## config.mk

```make
export PLATFORM = sky130hd
export DESIGN_NAME = tga_rle_pixel_decoder_core
export DESIGN_NICKNAME = d
export VERILOG_FILES = /design/src/hw/rtl/trd_pkg.sv /design/src/hw/rtl/trd_front.sv /design/src/hw/rtl/trd_queue.sv /design/src/hw/rtl/trd_back.sv /design/src/hw/rtl/tga_rle_pixel_decoder_core.sv
export SDC_FILE = /design/constraint.sdc
export NUM_CORES = 1
export LEC_CHECK = 0
export BUFFER_PORTS_ARGS = -buffer_cell sky130_fd_sc_hd__buf_2
export CAP_MARGIN = 10
export CORE_UTILIZATION = 55
export CTS_CLUSTER_DIAMETER = 150
export DETAILED_ROUTE_END_ITERATION = 16
export GPL_ROUTABILITY_DRIVEN = 0
export PLACE_DENSITY = 0.8
export REMOVE_ABC_BUFFERS = 1
export SKIP_CTS_REPAIR_TIMING = 1
export SLEW_MARGIN = 30
export SYNTH_ARGS = -nofsm -noshare
export SYNTH_HDL_FRONTEND = slang
export SYNTH_SLANG_ARGS = --single-unit
```

## constraint.sdc

```tcl
create_clock -name clk -period 8.2 [get_ports clk]
set_clock_uncertainty 0.15 [all_clocks]
set_input_delay 0.41 -clock clk [delete_from_list [all_inputs] [get_ports clk]]
set_output_delay 0.41 -clock clk [all_outputs]
set_load 0.1 [all_outputs]
```

## src/hw/rtl/trd_pkg.sv

```systemverilog
package trd_pkg;

  // Depth of the queue between the byte front end and the decode back end.
  localparam int QUEUE_DEPTH = 2;

  // Configuration register indexes.
  localparam int CFG_INDEX_W = 2;
  localparam logic [CFG_INDEX_W-1:0] REG_PIXEL_BYTES  = 2'd0;
  localparam logic [CFG_INDEX_W-1:0] REG_COMPRESSED   = 2'd1;
  localparam logic [CFG_INDEX_W-1:0] REG_TOTAL_PIXELS = 2'd2;

  localparam int CFG_DATA_W = 32;

  localparam logic [2:0] PIXEL_BYTES_RESET = 3'd4;
  localparam logic [2:0] MAX_PIXEL_BYTES   = 3'd4;

  // Packet header layout.
  localparam int         HDR_RUN_BIT    = 7;
  localparam logic [6:0] HDR_COUNT_MASK = 7'h7F;

  // One byte as it travels from the front end to the back end.
  typedef struct packed {
    logic [7:0] data_byte;
    logic       first_byte;
    logic       run_bit;
    logic [7:0] count;
  } item_t;

  // Bytes per pixel actually used: zero acts as one, above four acts as four.
  function automatic logic [2:0] size_in_use(input logic [2:0] pixel_bytes);
    logic [2:0] n;
    n = pixel_bytes;
    if (pixel_bytes == 3'd0) begin
      n = 3'd1;
    end else if (pixel_bytes > MAX_PIXEL_BYTES) begin
      n = MAX_PIXEL_BYTES;
    end
    return n;
  endfunction

  // Exchange bytes 0 and 2 for pixels of three or four bytes.
  function automatic logic [31:0] swap_red_blue(input logic [31:0] px,
                                                input logic [2:0]  nbytes);
    logic [31:0] r;
    r = px;
    if (nbytes >= 3'd3) begin
      r = {px[31:24], px[7:0], px[15:8], px[23:16]};
    end
    return r;
  endfunction

endpackage

```

## src/hw/rtl/trd_front.sv

```systemverilog
module trd_front (
  input  logic                clk,
  input  logic                rst,
  input  logic                byte_valid,
  output logic                byte_stall,
  input  logic [7:0]          data_byte,
  input  logic                first_byte,
  input  logic                queue_ready,
  output logic                push,
  output trd_pkg::item_t      push_item
);

  logic           front_valid;
  logic           front_valid_next;
  trd_pkg::item_t front_item;
  logic           accept;

  assign byte_stall = front_valid && !queue_ready;
  assign accept     = byte_valid && !byte_stall;
  assign push       = front_valid && queue_ready;
  assign push_item  = front_item;

  always_comb begin
    front_valid_next = front_valid;
    if (accept) begin
      front_valid_next = 1'b1;
    end else if (push) begin
      front_valid_next = 1'b0;
    end
  end

  always_ff @(posedge clk) begin
    if (rst) begin
      front_valid <= 1'b0;
    end else begin
      front_valid <= front_valid_next;
    end
  end

  // Classify the byte as a possible packet header on the way in.
  always_ff @(posedge clk) begin
    if (accept) begin
      front_item.data_byte  <= data_byte;
      front_item.first_byte <= first_byte;
      front_item.run_bit    <= data_byte[trd_pkg::HDR_RUN_BIT];
      front_item.count      <= {1'b0, data_byte[6:0] & trd_pkg::HDR_COUNT_MASK} + 8'd1;
    end
  end

endmodule

```

## src/hw/rtl/trd_queue.sv

```systemverilog
module trd_queue #(
  parameter int DEPTH = trd_pkg::QUEUE_DEPTH
) (
  input  logic           clk,
  input  logic           rst,
  input  logic           push,
  input  trd_pkg::item_t push_item,
  output logic           ready,
  input  logic           pop,
  output logic           head_valid,
  output trd_pkg::item_t head
);

  localparam int PTR_W = (DEPTH > 1) ? $clog2(DEPTH) : 1;
  localparam int CNT_W = $clog2(DEPTH + 1);

  trd_pkg::item_t entries [DEPTH];
  logic [PTR_W-1:0] wr_ptr;
  logic [PTR_W-1:0] rd_ptr;
  logic [CNT_W-1:0] count;
  logic [PTR_W-1:0] wr_ptr_next;
  logic [PTR_W-1:0] rd_ptr_next;
  logic [CNT_W-1:0] count_next;

  assign ready      = count < CNT_W'(DEPTH);
  assign head_valid = count != '0;
  assign head       = entries[rd_ptr];

  always_comb begin
    wr_ptr_next = wr_ptr;
    rd_ptr_next = rd_ptr;
    count_next  = count;
    if (push) begin
      wr_ptr_next = (wr_ptr == PTR_W'(DEPTH - 1)) ? '0 : wr_ptr + 1'b1;
    end
    if (pop) begin
      rd_ptr_next = (rd_ptr == PTR_W'(DEPTH - 1)) ? '0 : rd_ptr + 1'b1;
    end
    if (push && !pop) begin
      count_next = count + 1'b1;
    end else if (pop && !push) begin
      count_next = count - 1'b1;
    end
  end

  always_ff @(posedge clk) begin
    if (rst) begin
      wr_ptr <= '0;
      rd_ptr <= '0;
      count  <= '0;
    end else begin
      wr_ptr <= wr_ptr_next;
      rd_ptr <= rd_ptr_next;
      count  <= count_next;
    end
  end

  always_ff @(posedge clk) begin
    if (push) begin
      entries[wr_ptr] <= push_item;
    end
  end

endmodule

```

## src/hw/rtl/trd_back.sv

```systemverilog
module trd_back (
  input  logic           clk,
  input  logic           rst,
  input  logic [2:0]     pixel_bytes,
  input  logic           compressed,
  input  logic [31:0]    total_pixels,
  input  logic           head_valid,
  input  trd_pkg::item_t head,
  output logic           pop,
  output logic           pixel_valid,
  input  logic           pixel_stall,
  output logic [31:0]    pixel_value,
  output logic [7:0]     copies,
  output logic           last_pixel,
  output logic           overrun
);

  logic        expect_header;
  logic        run_packet;
  logic [7:0]  packet_left;
  logic [1:0]  byte_index;
  logic [31:0] pixel_shift;
  logic [31:0] pixels_done;

  logic        expect_header_next;
  logic        run_packet_next;
  logic [7:0]  packet_left_next;
  logic [1:0]  byte_index_next;
  logic [31:0] pixel_shift_next;
  logic [31:0] pixels_done_next;

  // State as seen by this byte, after a possible restart.
  logic        eh;
  logic        rp;
  logic [7:0]  pl;
  logic [1:0]  bi;
  logic [31:0] ps;
  logic [31:0] pd;

  logic [2:0]  nbytes;
  logic [31:0] remaining;
  logic        finished;
  logic        is_header;
  logic        pixel_end;
  logic        emit;
  logic [31:0] shifted;
  logic [7:0]  run_copies;
  logic        clamp;
  logic [7:0]  pl_dec;
  logic [7:0]  pl_new;
  logic [7:0]  copies_sel;
  logic        beyond;
  logic        last;

  always_comb begin
    eh = head.first_byte ? 1'b1  : expect_header;
    rp = head.first_byte ? 1'b0  : run_packet;
    pl = head.first_byte ? 8'd0  : packet_left;
    bi = head.first_byte ? 2'd0  : byte_index;
    ps = head.first_byte ? 32'd0 : pixel_shift;
    pd = head.first_byte ? 32'd0 : pixels_done;

    nbytes     = trd_pkg::size_in_use(pixel_bytes);
    remaining  = total_pixels - pd;
    finished   = pd >= total_pixels;
    is_header  = compressed && eh;
    pixel_end  = ({1'b0, bi} + 3'd1) >= nbytes;
    emit       = !finished && !is_header && pixel_end;
    shifted    = ps | ({24'd0, head.data_byte} << {bi, 3'b000});

    run_copies = (pl == 8'd0) ? 8'd1 : pl;
    clamp      = remaining < {24'd0, run_copies};
    pl_dec     = (pl != 8'd0) ? pl - 8'd1 : 8'd0;
    pl_new     = rp ? 8'd0 : pl_dec;

    copies_sel = 8'd1;
    beyond     = 1'b0;
    if (compressed) begin
      if (rp) begin
        copies_sel = clamp ? remaining[7:0] : run_copies;
        beyond     = clamp;
      end else begin
        beyond = pl_dec != 8'd0;
      end
    end
    last = {24'd0, copies_sel} == remaining;
  end

  always_comb begin
    expect_header_next = eh;
    run_packet_next    = rp;
    packet_left_next   = pl;
    byte_index_next    = bi;
    pixel_shift_next   = ps;
    pixels_done_next   = pd;
    if (!finished) begin
      if (is_header) begin
        run_packet_next    = head.run_bit;
        packet_left_next   = head.count;
        expect_header_next = 1'b0;
      end else if (!pixel_end) begin
        pixel_shift_next = shifted;
        byte_index_next  = bi + 2'd1;
      end else begin
        pixel_shift_next = 32'd0;
        byte_index_next  = 2'd0;
        pixels_done_next = pd + {24'd0, copies_sel};
        if (compressed) begin
          packet_left_next = pl_new;
          if (pl_new == 8'd0) begin
            expect_header_next = 1'b1;
          end
        end
      end
    end
  end

  // A byte that yields a pixel waits until the output register is free.
  assign pop = head_valid && (!emit || !pixel_valid || !pixel_stall);

  always_ff @(posedge clk) begin
    if (rst) begin
      expect_header <= 1'b1;
      run_packet    <= 1'b0;
      packet_left   <= 8'd0;
      byte_index    <= 2'd0;
      pixel_shift   <= 32'd0;
      pixels_done   <= 32'd0;
      pixel_valid   <= 1'b0;
    end else begin
      if (pop) begin
        expect_header <= expect_header_next;
        run_packet    <= run_packet_next;
        packet_left   <= packet_left_next;
        byte_index    <= byte_index_next;
        pixel_shift   <= pixel_shift_next;
        pixels_done   <= pixels_done_next;
      end
      if (pop && emit) begin
        pixel_valid <= 1'b1;
      end else if (!pixel_stall) begin
        pixel_valid <= 1'b0;
      end
    end
  end

  always_ff @(posedge clk) begin
    if (pop && emit) begin
      pixel_value <= trd_pkg::swap_red_blue(shifted, nbytes);
      copies      <= copies_sel;
      last_pixel  <= last;
      overrun     <= last && beyond;
    end
  end

endmodule

```

## src/hw/rtl/tga_rle_pixel_decoder_core.sv

```systemverilog
// TGA run-length pixel decoder.
//
// Bytes of the image's pixel data enter on the byte channel (data_byte,
// first_byte; byte_valid and byte_stall). A transfer with first_byte set
// restarts decoding. Assembled pixels leave on the pixel channel
// (pixel_value, copies, last_pixel, overrun; pixel_valid and pixel_stall),
// each with a repeat count of 1 to 128 for a downstream replicator.
// The configuration port (cfg_write, cfg_index, cfg_data) sets the bytes per
// pixel, plain or run-length mode, and the pixel total of the image.
//
// One byte is taken per cycle while byte_stall is low. The transfer loads
// the front input register, the byte then moves into the queue, and the
// decode stage takes it from the head of the queue into the output
// register. The decode stage handles one byte per cycle while the output
// register is free, which sets the throughput. When the receiver stalls, the
// output register holds its pixel and the next byte that completes a pixel
// waits at the head of the queue; byte_stall rises once two more bytes sit
// behind it. Reset empties the pipeline, restores the registers to four
// bytes per pixel, plain mode and a total of zero, and awaits a header.
module tga_rle_pixel_decoder_core #(
  parameter int QUEUE_DEPTH = trd_pkg::QUEUE_DEPTH
) (
  input  logic                            clk,
  input  logic                            rst,
  input  logic                            cfg_write,
  input  logic [trd_pkg::CFG_INDEX_W-1:0] cfg_index,
  input  logic [trd_pkg::CFG_DATA_W-1:0]  cfg_data,
  input  logic                            byte_valid,
  output logic                            byte_stall,
  input  logic [7:0]                      data_byte,
  input  logic                            first_byte,
  output logic                            pixel_valid,
  input  logic                            pixel_stall,
  output logic [31:0]                     pixel_value,
  output logic [7:0]                      copies,
  output logic                            last_pixel,
  output logic                            overrun
);

  logic [2:0]     pixel_bytes;
  logic           compressed;
  logic [31:0]    total_pixels;

  logic           queue_ready;
  logic           push;
  trd_pkg::item_t push_item;
  logic           pop;
  logic           head_valid;
  trd_pkg::item_t head;

  // Configuration registers; writes to an unused index are dropped.
  always_ff @(posedge clk) begin
    if (rst) begin
      pixel_bytes  <= trd_pkg::PIXEL_BYTES_RESET;
      compressed   <= 1'b0;
      total_pixels <= 32'd0;
    end else if (cfg_write) begin
      case (cfg_index)
        trd_pkg::REG_PIXEL_BYTES:  pixel_bytes  <= cfg_data[2:0];
        trd_pkg::REG_COMPRESSED:   compressed   <= cfg_data[0];
        trd_pkg::REG_TOTAL_PIXELS: total_pixels <= cfg_data[31:0];
        default: ;
      endcase
    end
  end

  // Front end: takes each byte and tags it as a possible packet header.
  trd_front u_front (
    .clk         (clk),
    .rst         (rst),
    .byte_valid  (byte_valid),
    .byte_stall  (byte_stall),
    .data_byte   (data_byte),
    .first_byte  (first_byte),
    .queue_ready (queue_ready),
    .push        (push),
    .push_item   (push_item)
  );

  // Short queue so the front keeps taking bytes while the back waits.
  trd_queue #(
    .DEPTH (QUEUE_DEPTH)
  ) u_queue (
    .clk        (clk),
    .rst        (rst),
    .push       (push),
    .push_item  (push_item),
    .ready      (queue_ready),
    .pop        (pop),
    .head_valid (head_valid),
    .head       (head)
  );

  // Back end: packet state, pixel assembly, pixel count and output register.
  trd_back u_back (
    .clk          (clk),
    .rst          (rst),
    .pixel_bytes  (pixel_bytes),
    .compressed   (compressed),
    .total_pixels (total_pixels),
    .head_valid   (head_valid),
    .head         (head),
    .pop          (pop),
    .pixel_valid  (pixel_valid),
    .pixel_stall  (pixel_stall),
    .pixel_value  (pixel_value),
    .copies       (copies),
    .last_pixel   (last_pixel),
    .overrun      (overrun)
  );

endmodule

```

==> reports/qor.yml, run 1 <==
status: "complete, but fails checks"
failed_checks: "negative hold slack"
leakagePower_uw: 0.00538
report.final.setup_viol: 0
drt_iter0_markers: 920
area_growth_pct: 14.4
synth_area_leaders: "edfxtp_1 24%, dfxtp_1 20%, nand2_1 6.6%, ha_1 5.7%, a21oi_1 5.2%"
multi_input_area_um2: 6190
port_buffers: 91
synth_edf_count: 93
finalWorstSetupSlack_ns: 0.544
async_flop_share_pct: 0
p_clk_share_pct: 34.7
drv_cap: 0
critPathCaptureType: "register"
antenna_found_initial: 0
hold_path_startpoint: "cfg_data[13]"
worst_pin_slew_ns: 1.04
synth_flop_cell: "dfxtp_1"
dp_hpwl_um: 20900
finalNonFillerCells: 1693
fp.dieArea_um2: 22000
fillers: 1685
maxSlewHeadroom_pct: 30.4
start_util_pct: 56.1
dp.cells: 1622
yosysMostFrequentCell: "nand2_1"
p_int_uw: 2050
cts_tree: "built"
synth_common_cells: "207 x nand2_1, 123 x a21oi_1, 119 x dfxtp_1, 118 x nor2_1, 93 x edfxtp_1"
ys_seq_area_share_pct: 43.9
fp-row-count: 53
swShare_pct: 33.3
ys_types: 87
antenna_cells: 0
ant_nets: 0
fin_util_pct: 64.2
synth_cells: 1312
hold_violations: 9
grt_max_degree: 87
maxSlewViolCount: 0
firstDrtPassIters: 5
vdd_drop_max_v: 0.000150
clk_latency_ns: 0.53
preCtsSetupSlack_ns: 0.852
power_density_nw_per_um2: 228
worstPathMaxFanout: 28
ys_warn_count: 0
ff2ff_setup_slack_ns: 0.54
min_to: "total_pixels[13]"
power_frac_seq_pct: 39.2
timing.rr.end: "u_back.pixels_done[20]"
drc: 0
min_path_cells: 3
arrival_ns: 7.95
seqCellArea_um2: 5170
die_w_um: 148
pin_count: 92
clock-sinks: 212
fmax_mhz: 131
combPwrFrac_pct: 26.1
clk_pin_slew_worst_paths_ns: 0.06
ys_ff_latch: 212
min_period_over_period_pct: 93.4
die_y_um: 148
syn_avg_cell_area_um2: 8.99
crit_path_start_kind: "register"
core-area_um2: 21000
synth_top_area_share_pct: 23.7
vias: 10200
fin_nets: 1505
worstPathRequired_ns: 8.50
wl_um: 29400
p_sw_uw: 1020
rsz0062_at_grt: "no"
grt_pass1_vias: 9488
reg2reg_depth: 26
track_usage_pct: 26.5
via_per_inst: 6.05
fin_crit_ns: 7.66
post_route_cells_drive_above_1_share_pct: 12.6
critPathKind: "reg -> reg"
grt_pass1_wl_um: 47200
cts_root_buffer: "clkbuf_16"
syn_area_um2: 11800
overflow: 0
timing.hold.ws_ns: -0.0254
synth_largest_area_cell: "edfxtp_1"
hold_path.class: "in -> reg"
wl_per_cell_um: 17.4
clk_path_buf_depth: 3
htree_levels: 1
cts_buffers: 23
==> cell type report <==
cell class              instances  area share [%]
flip-flops and latches        212            38.4
inverters                      49            1.36
multi-input cells             985            45.8
repair buffers                130            6.11
clock buffers                  26            4.42
well taps                     275            2.55
clock inverters                16            1.34
==> worst max-delay path: stages (launching register included) <==
cell and delay (ns):
dfxtp_1 0.39, mux2i_4 0.41, buf_4 0.36, nand2_1 0.19, ha_1 0.46, nand4_1 0.19
nor2_1 0.28, a31oi_4 0.15, a211oi_1 0.46, o21ai_0 0.15, a211oi_1 0.32, nand4_1 0.19
nor4b_2 0.59, a21oi_1 0.14, o21ai_0 0.37, ha_1 0.25, inv_1 0.06, fa_1 0.41
nor2b_1 0.12, o21ai_0 0.11, a21boi_0 0.26, o21ai_0 0.19, a21o_1 0.23, a21oi_1 0.34
nand2_1 0.22, or4_1 0.45, a21oi_1 0.14
==> worst max path at each step <==
stage                   from                     end  slack [ns]  depth (start not counted)
floorplan           register  u_back.pixels_done[20]       -1.73                         23
global placement    register  u_back.pixels_done[20]        1.08                         24
detailed placement  register  u_back.pixels_done[20]        0.85                         26
CTS                 register  u_back.pixels_done[20]        0.79                         26
global route        register  u_back.pixels_done[20]        0.10                         26
finish              register  u_back.pixels_done[20]        0.54                         26
==> sequential cells by signal, summed over array words and instances (netlist names), named ones only <==
signal,count
compressed,1
pixel_bytes,3
total_pixels,32
u_back.byte_index,2
u_back.copies,8
u_back.expect_header,1
u_back.last_pixel,1
u_back.overrun,1
u_back.packet_left,8
u_back.pixel_shift,32
u_back.pixel_valid,1
u_back.pixel_value,32
u_back.pixels_done,32
u_back.run_packet,1
u_front.front_valid,1
u_front.push_item,17
u_queue.count,2
u_queue.entries,34
u_queue.rd_ptr,1
u_queue.wr_ptr,1
==> per-layer routing <==
| metal | share of wire [%] | GRT usage [%] | up-vias |
|---|---|---|---|
| li1 | - | - | 4928 |
| met1 | 43 | 35.3 | 4825 |
| met2 | 47 | 43.3 | 422 |
| met3 | 6.3 | 3.99 | 70 |
| met4 | 3.1 | 9.90 | 0 |
| met5 | 0 | 0 | - |
==> stage by stage <==
stage          TNS, ns  instance area, µm²  power (µW)
3_3_place_gp         0               12400        1980
6_report             0               13500        3080
3_5_place_dp         0               12400        2000
2_1_floorplan   -37.81               11500        1770
4_1_cts              0               13200        3070
5_1_grt              0               13500        3210
==> placed cells by master, fill, tap and decap left out, types with 29 or more instances in the layout <==
cell / netlist / final
nand3_1: 36 / 36
o21ai_0: 53 / 53
inv_1: 48 / 48
nor2_1: 118 / 118
buf_2: 17 / 91
dlygate4sd3_1: 0 / 29
nand2_1: 207 / 207
edfxtp_1: 93 / 93
a22o_1: 40 / 40
ha_1: 54 / 54
dfxtp_1: 119 / 119
a21oi_1: 123 / 122
==> power groups by stage <==
stage | Sequential (µW) | Clock (µW) | Combinational [µW]
finish | 1210 | 1070 | 803
global route | 1210 | 1130 | 868
CTS | 1210 | 1080 | 780
detailed placement | 1230 | 0 | 769
global placement | 1220 | 0 | 753
floorplan | 1260 | 0 | 512
==> cell families (layout without fill, tap and decap cells) <==
family | Yosys count | after routing | share of synthesized area (%)
muxes | 34 | 34 | 3.00
AOI/OAI and AO/OA | 363 | 363 | 20.5
buffers and inverters | 115 | 221 | 3.90
DFF | 212 | 212 | 43.9
adders and majority gates | 56 | 56 | 6.07
xor gates and xnor gates | 49 | 49 | 3.64
and+or+nand+nor | 483 | 483 | 19.0
(Power assumes the default switching activity.)
==> inputs of run 2 (changes only) <==
ABC_AREA = 1   (was default)
CORE_UTILIZATION = 56   (was 55)
PLACE_DENSITY = 0.81   (was 0.8)
==> run 2 against run 1 <==
Compared with the run above: global-route usage rose by 3.2 points; largest cell class unchanged; combinational power rose to 2.5 times the previous value; critical path type unchanged; the run now ends clean; total power increased by 46%.
==> reports/qor.yml, run 2 <==
clk_pin_slew_worst_paths_ns: 0.06  # about the same
power_density_nw_per_um2: 302  # +32%
leakagePower_uw: 0.00666  # +24%
fmax_mhz: 141  # +8.1%
regMostFlops: "u_queue.entries"
grt_pass1_vias: 11800  # +24%
power_frac_seq_pct: 29.7  # -9.5 points
area_growth_pct: 12.5
hold_violations: 0  # -9
grt_max_degree: 72  # -17%
cts_root_buffer: "clkbuf_16"
cts_tree: "built"
fp-row-count: 55  # +3.8%
mostFrequentLayoutCell: "nand2_1"
post_route_cells_drive_above_1_share_pct: 10.4  # -2.2 points
overflow: 0  # unchanged
synth_area_leaders: "edfxtp_1 21%, dfxtp_1 18%, nand2_1 15%, inv_1 7.7%, o21ai_0 5.6%"
slowest_delay_ns: 0.51  # -0.08 ns
synth_flop_cell: "dfxtp_1"
crit_path_start_kind: "register"
track_usage_pct: 29.7  # +3.2 points
ys_warn_count: 0  # unchanged
fp.dieArea_um2: 24300  # +10%
yosysMostFrequentCell: "nand2_1"
synth_cells: 1874  # +43%
htree_levels: 1  # unchanged
report.final.setup_viol: 0  # unchanged
ys_seq_area_share_pct: 39.1  # -4.8 points
drt_iter0_markers: 1379  # +50%
worst_pin_slew_ns: 0.834  # -0.208 ns
die_y_um: 156  # +4.9%
min_period_over_period_pct: 86.4  # -7.0 points
finalWorstSetupSlack_ns: 1.12  # +0.573 ns
synth_largest_area_cell: "edfxtp_1"
ant_nets: 0  # unchanged
synth_common_cells: "524 x nand2_1, 271 x inv_1, 147 x o21ai_0, 144 x nor2_1, 119 x dfxtp_1"
syn_avg_cell_area_um2: 7.06  # -21%
status: "finished, final reports clean"
maxSlewViolCount: 0  # unchanged
pin_count: 92  # unchanged
seqCellArea_um2: 5170  # unchanged
ys_types: 52  # -40%
largest_register_ffs: 34  # unchanged
clk_latency_ns: 0.53  # about the same
power_uw: 4490  # +46%
cts_buffers: 24  # +4.3%
swShare_pct: 44.3  # +11 points
maxSlewHeadroom_pct: 44.1  # +14 points
start_util_pct: 57.8  # +1.6 points
preCtsSetupSlack_ns: 1.35  # +0.501 ns
fin_nets: 2060  # +37%
fin_crit_ns: 7.08  # -0.573 ns
crit_top_cell: "nand2_1"
p_int_uw: 2500  # +22%
vdd_drop_max_v: 0.000217  # +44%
via_per_inst: 5.69  # -6.0%
critPathCaptureType: "register"
fin_tns_setup_ns: 0  # unchanged
grt_pass1_wl_um: 57800  # +22%
syn_area_um2: 13200  # +12%
drc: 0  # unchanged
port_buffers: 91  # unchanged
drv_cap: 0  # unchanged
antenna_cells: 0  # unchanged
wl_um: 36400  # +24%
final_cell_mix: "524 x nand2_1, 269 x inv_1, 147 x o21ai_0"
die_w_um: 156  # +4.9%
combPwrFrac_pct: 44.7  # +19 points
vias: 13000  # +27%
p_sw_uw: 1990  # +94%
dp_hpwl_um: 26000  # +24%
multi_input_area_um2: 6760  # +9.3%
worstPathRequired_ns: 8.43  # -0.07 ns
cpMaxStageDelayCell: "o21ai_0"
arrival_ns: 7.31  # -0.64 ns
rsz0062_at_grt: "no"
clock-sinks: 212  # unchanged
clk_path_buf_depth: 3  # unchanged
ys_ff_latch: 212  # unchanged
fillers: 1979  # +17%
synth_edf_count: 93  # unchanged
critPathKind: "reg -> reg"
antenna_found_initial: 0  # unchanged
core-area_um2: 22900  # +9.0%
async_flop_share_pct: 0  # unchanged
wl_per_cell_um: 15.9  # -8.4%
worstPathMaxFanout: 18  # -36%
hold_path.class: "in -> reg"
synth_top_area_share_pct: 21.1  # -2.6 points
p_clk_share_pct: 25.7  # -9.0 points
firstDrtPassIters: 5  # unchanged
## run 2: cell types whose count changed after synthesis, sizes merged, moves of 14 or more
cell   previous run  this run
nor3             14        30
inv              48       276
nor2            120       161
xnor2            26        12
nand3            36       107
nand2           207       538
mux2i            23         2
o21ai            63       150
a22o             40         0
a21o             26         1
## run 2: cells by family after synthesis
family / after synthesis / share of synthesized area [%]
AO/OA/AOI/OAI: 338 / 14.1
flip-flops: 212 / 39.1
adder cells (fa/ha/maj): 56 / 5.41
multiplexers: 2 / 0.151
AND/OR/NAND/NOR: 898 / 29.4
XOR/XNOR: 28 / 1.85
buffers and inverters: 340 / 9.99
## run 2: final timing paths
path | startpoint | endpoint | slack [ns] | cells after the start
worst min register to register | u_front.push_item[8] | u_queue.entries[0][8] | 0.29 | 0
worst max-delay path | register | u_back.pixels_done[30] | 1.12 | 42
worst min-delay path | byte_valid | u_front.front_valid | 0.0003 | 3
worst max register to register | register | u_back.pixels_done[30] | 1.12 | 42
## run 2: critical path: cells and delay by family (launching register included)
family	cells	cell delay (ns)
adders and majority gates	4	1.40
buffers and inverters	6	0.80
DFF	1	0.31
xor gates and xnor gates	2	0.40
and+or+nand+nor	20	2.05
AOI/OAI and AO/OA	10	1.82
## run 2: layout make-up
type / instances / share of cell area [%]
inverter: 281 / 7.13
tap: 313 / 2.63
timing repair buffer: 115 / 4.40
multi-input combinational: 1322 / 45.4
clock buffer: 26 / 4.23
clock inverter: 18 / 1.46
sequential: 212 / 34.7
## run 2: power by group through the flow
stage               sequential [µW]  clock, µW  combinational, µW
detailed placement             1350          0               1930
CTS                            1330       1160               1950
finish                         1330       1150               2010
floorplan                      1450          0               1310
global placement               1340          0               1880
global route                   1350       1200               2220
## run 2: per-stage QoR
stage | utilization [%] | cells | hold slack (ns) | instance area, µm²
after floorplan | - | 1815 | 0.271 | 13000
after global placement | 60.9 | 2235 | 0.275 | 14000
after detailed placement | 60.9 | 2235 | 0.283 | 14000
after CTS | 64.6 | 2279 | -0.102 | 14800
after global routing | 65.0 | 2287 | 0.00334 | 14900
final | 65.0 | 2287 | 0.000346 | 14900
## run 2: routing by layer
layer / GRT usage, % / part of all wire (%) / up-vias
met5: 0 / 0 / -
met4: 13.0 / 4.4 / 0
met3: 3.58 / 8.6 / 125
met2: 49.8 / 47 / 656
met1: 38.6 / 40 / 5909
li1: - / - / 6324
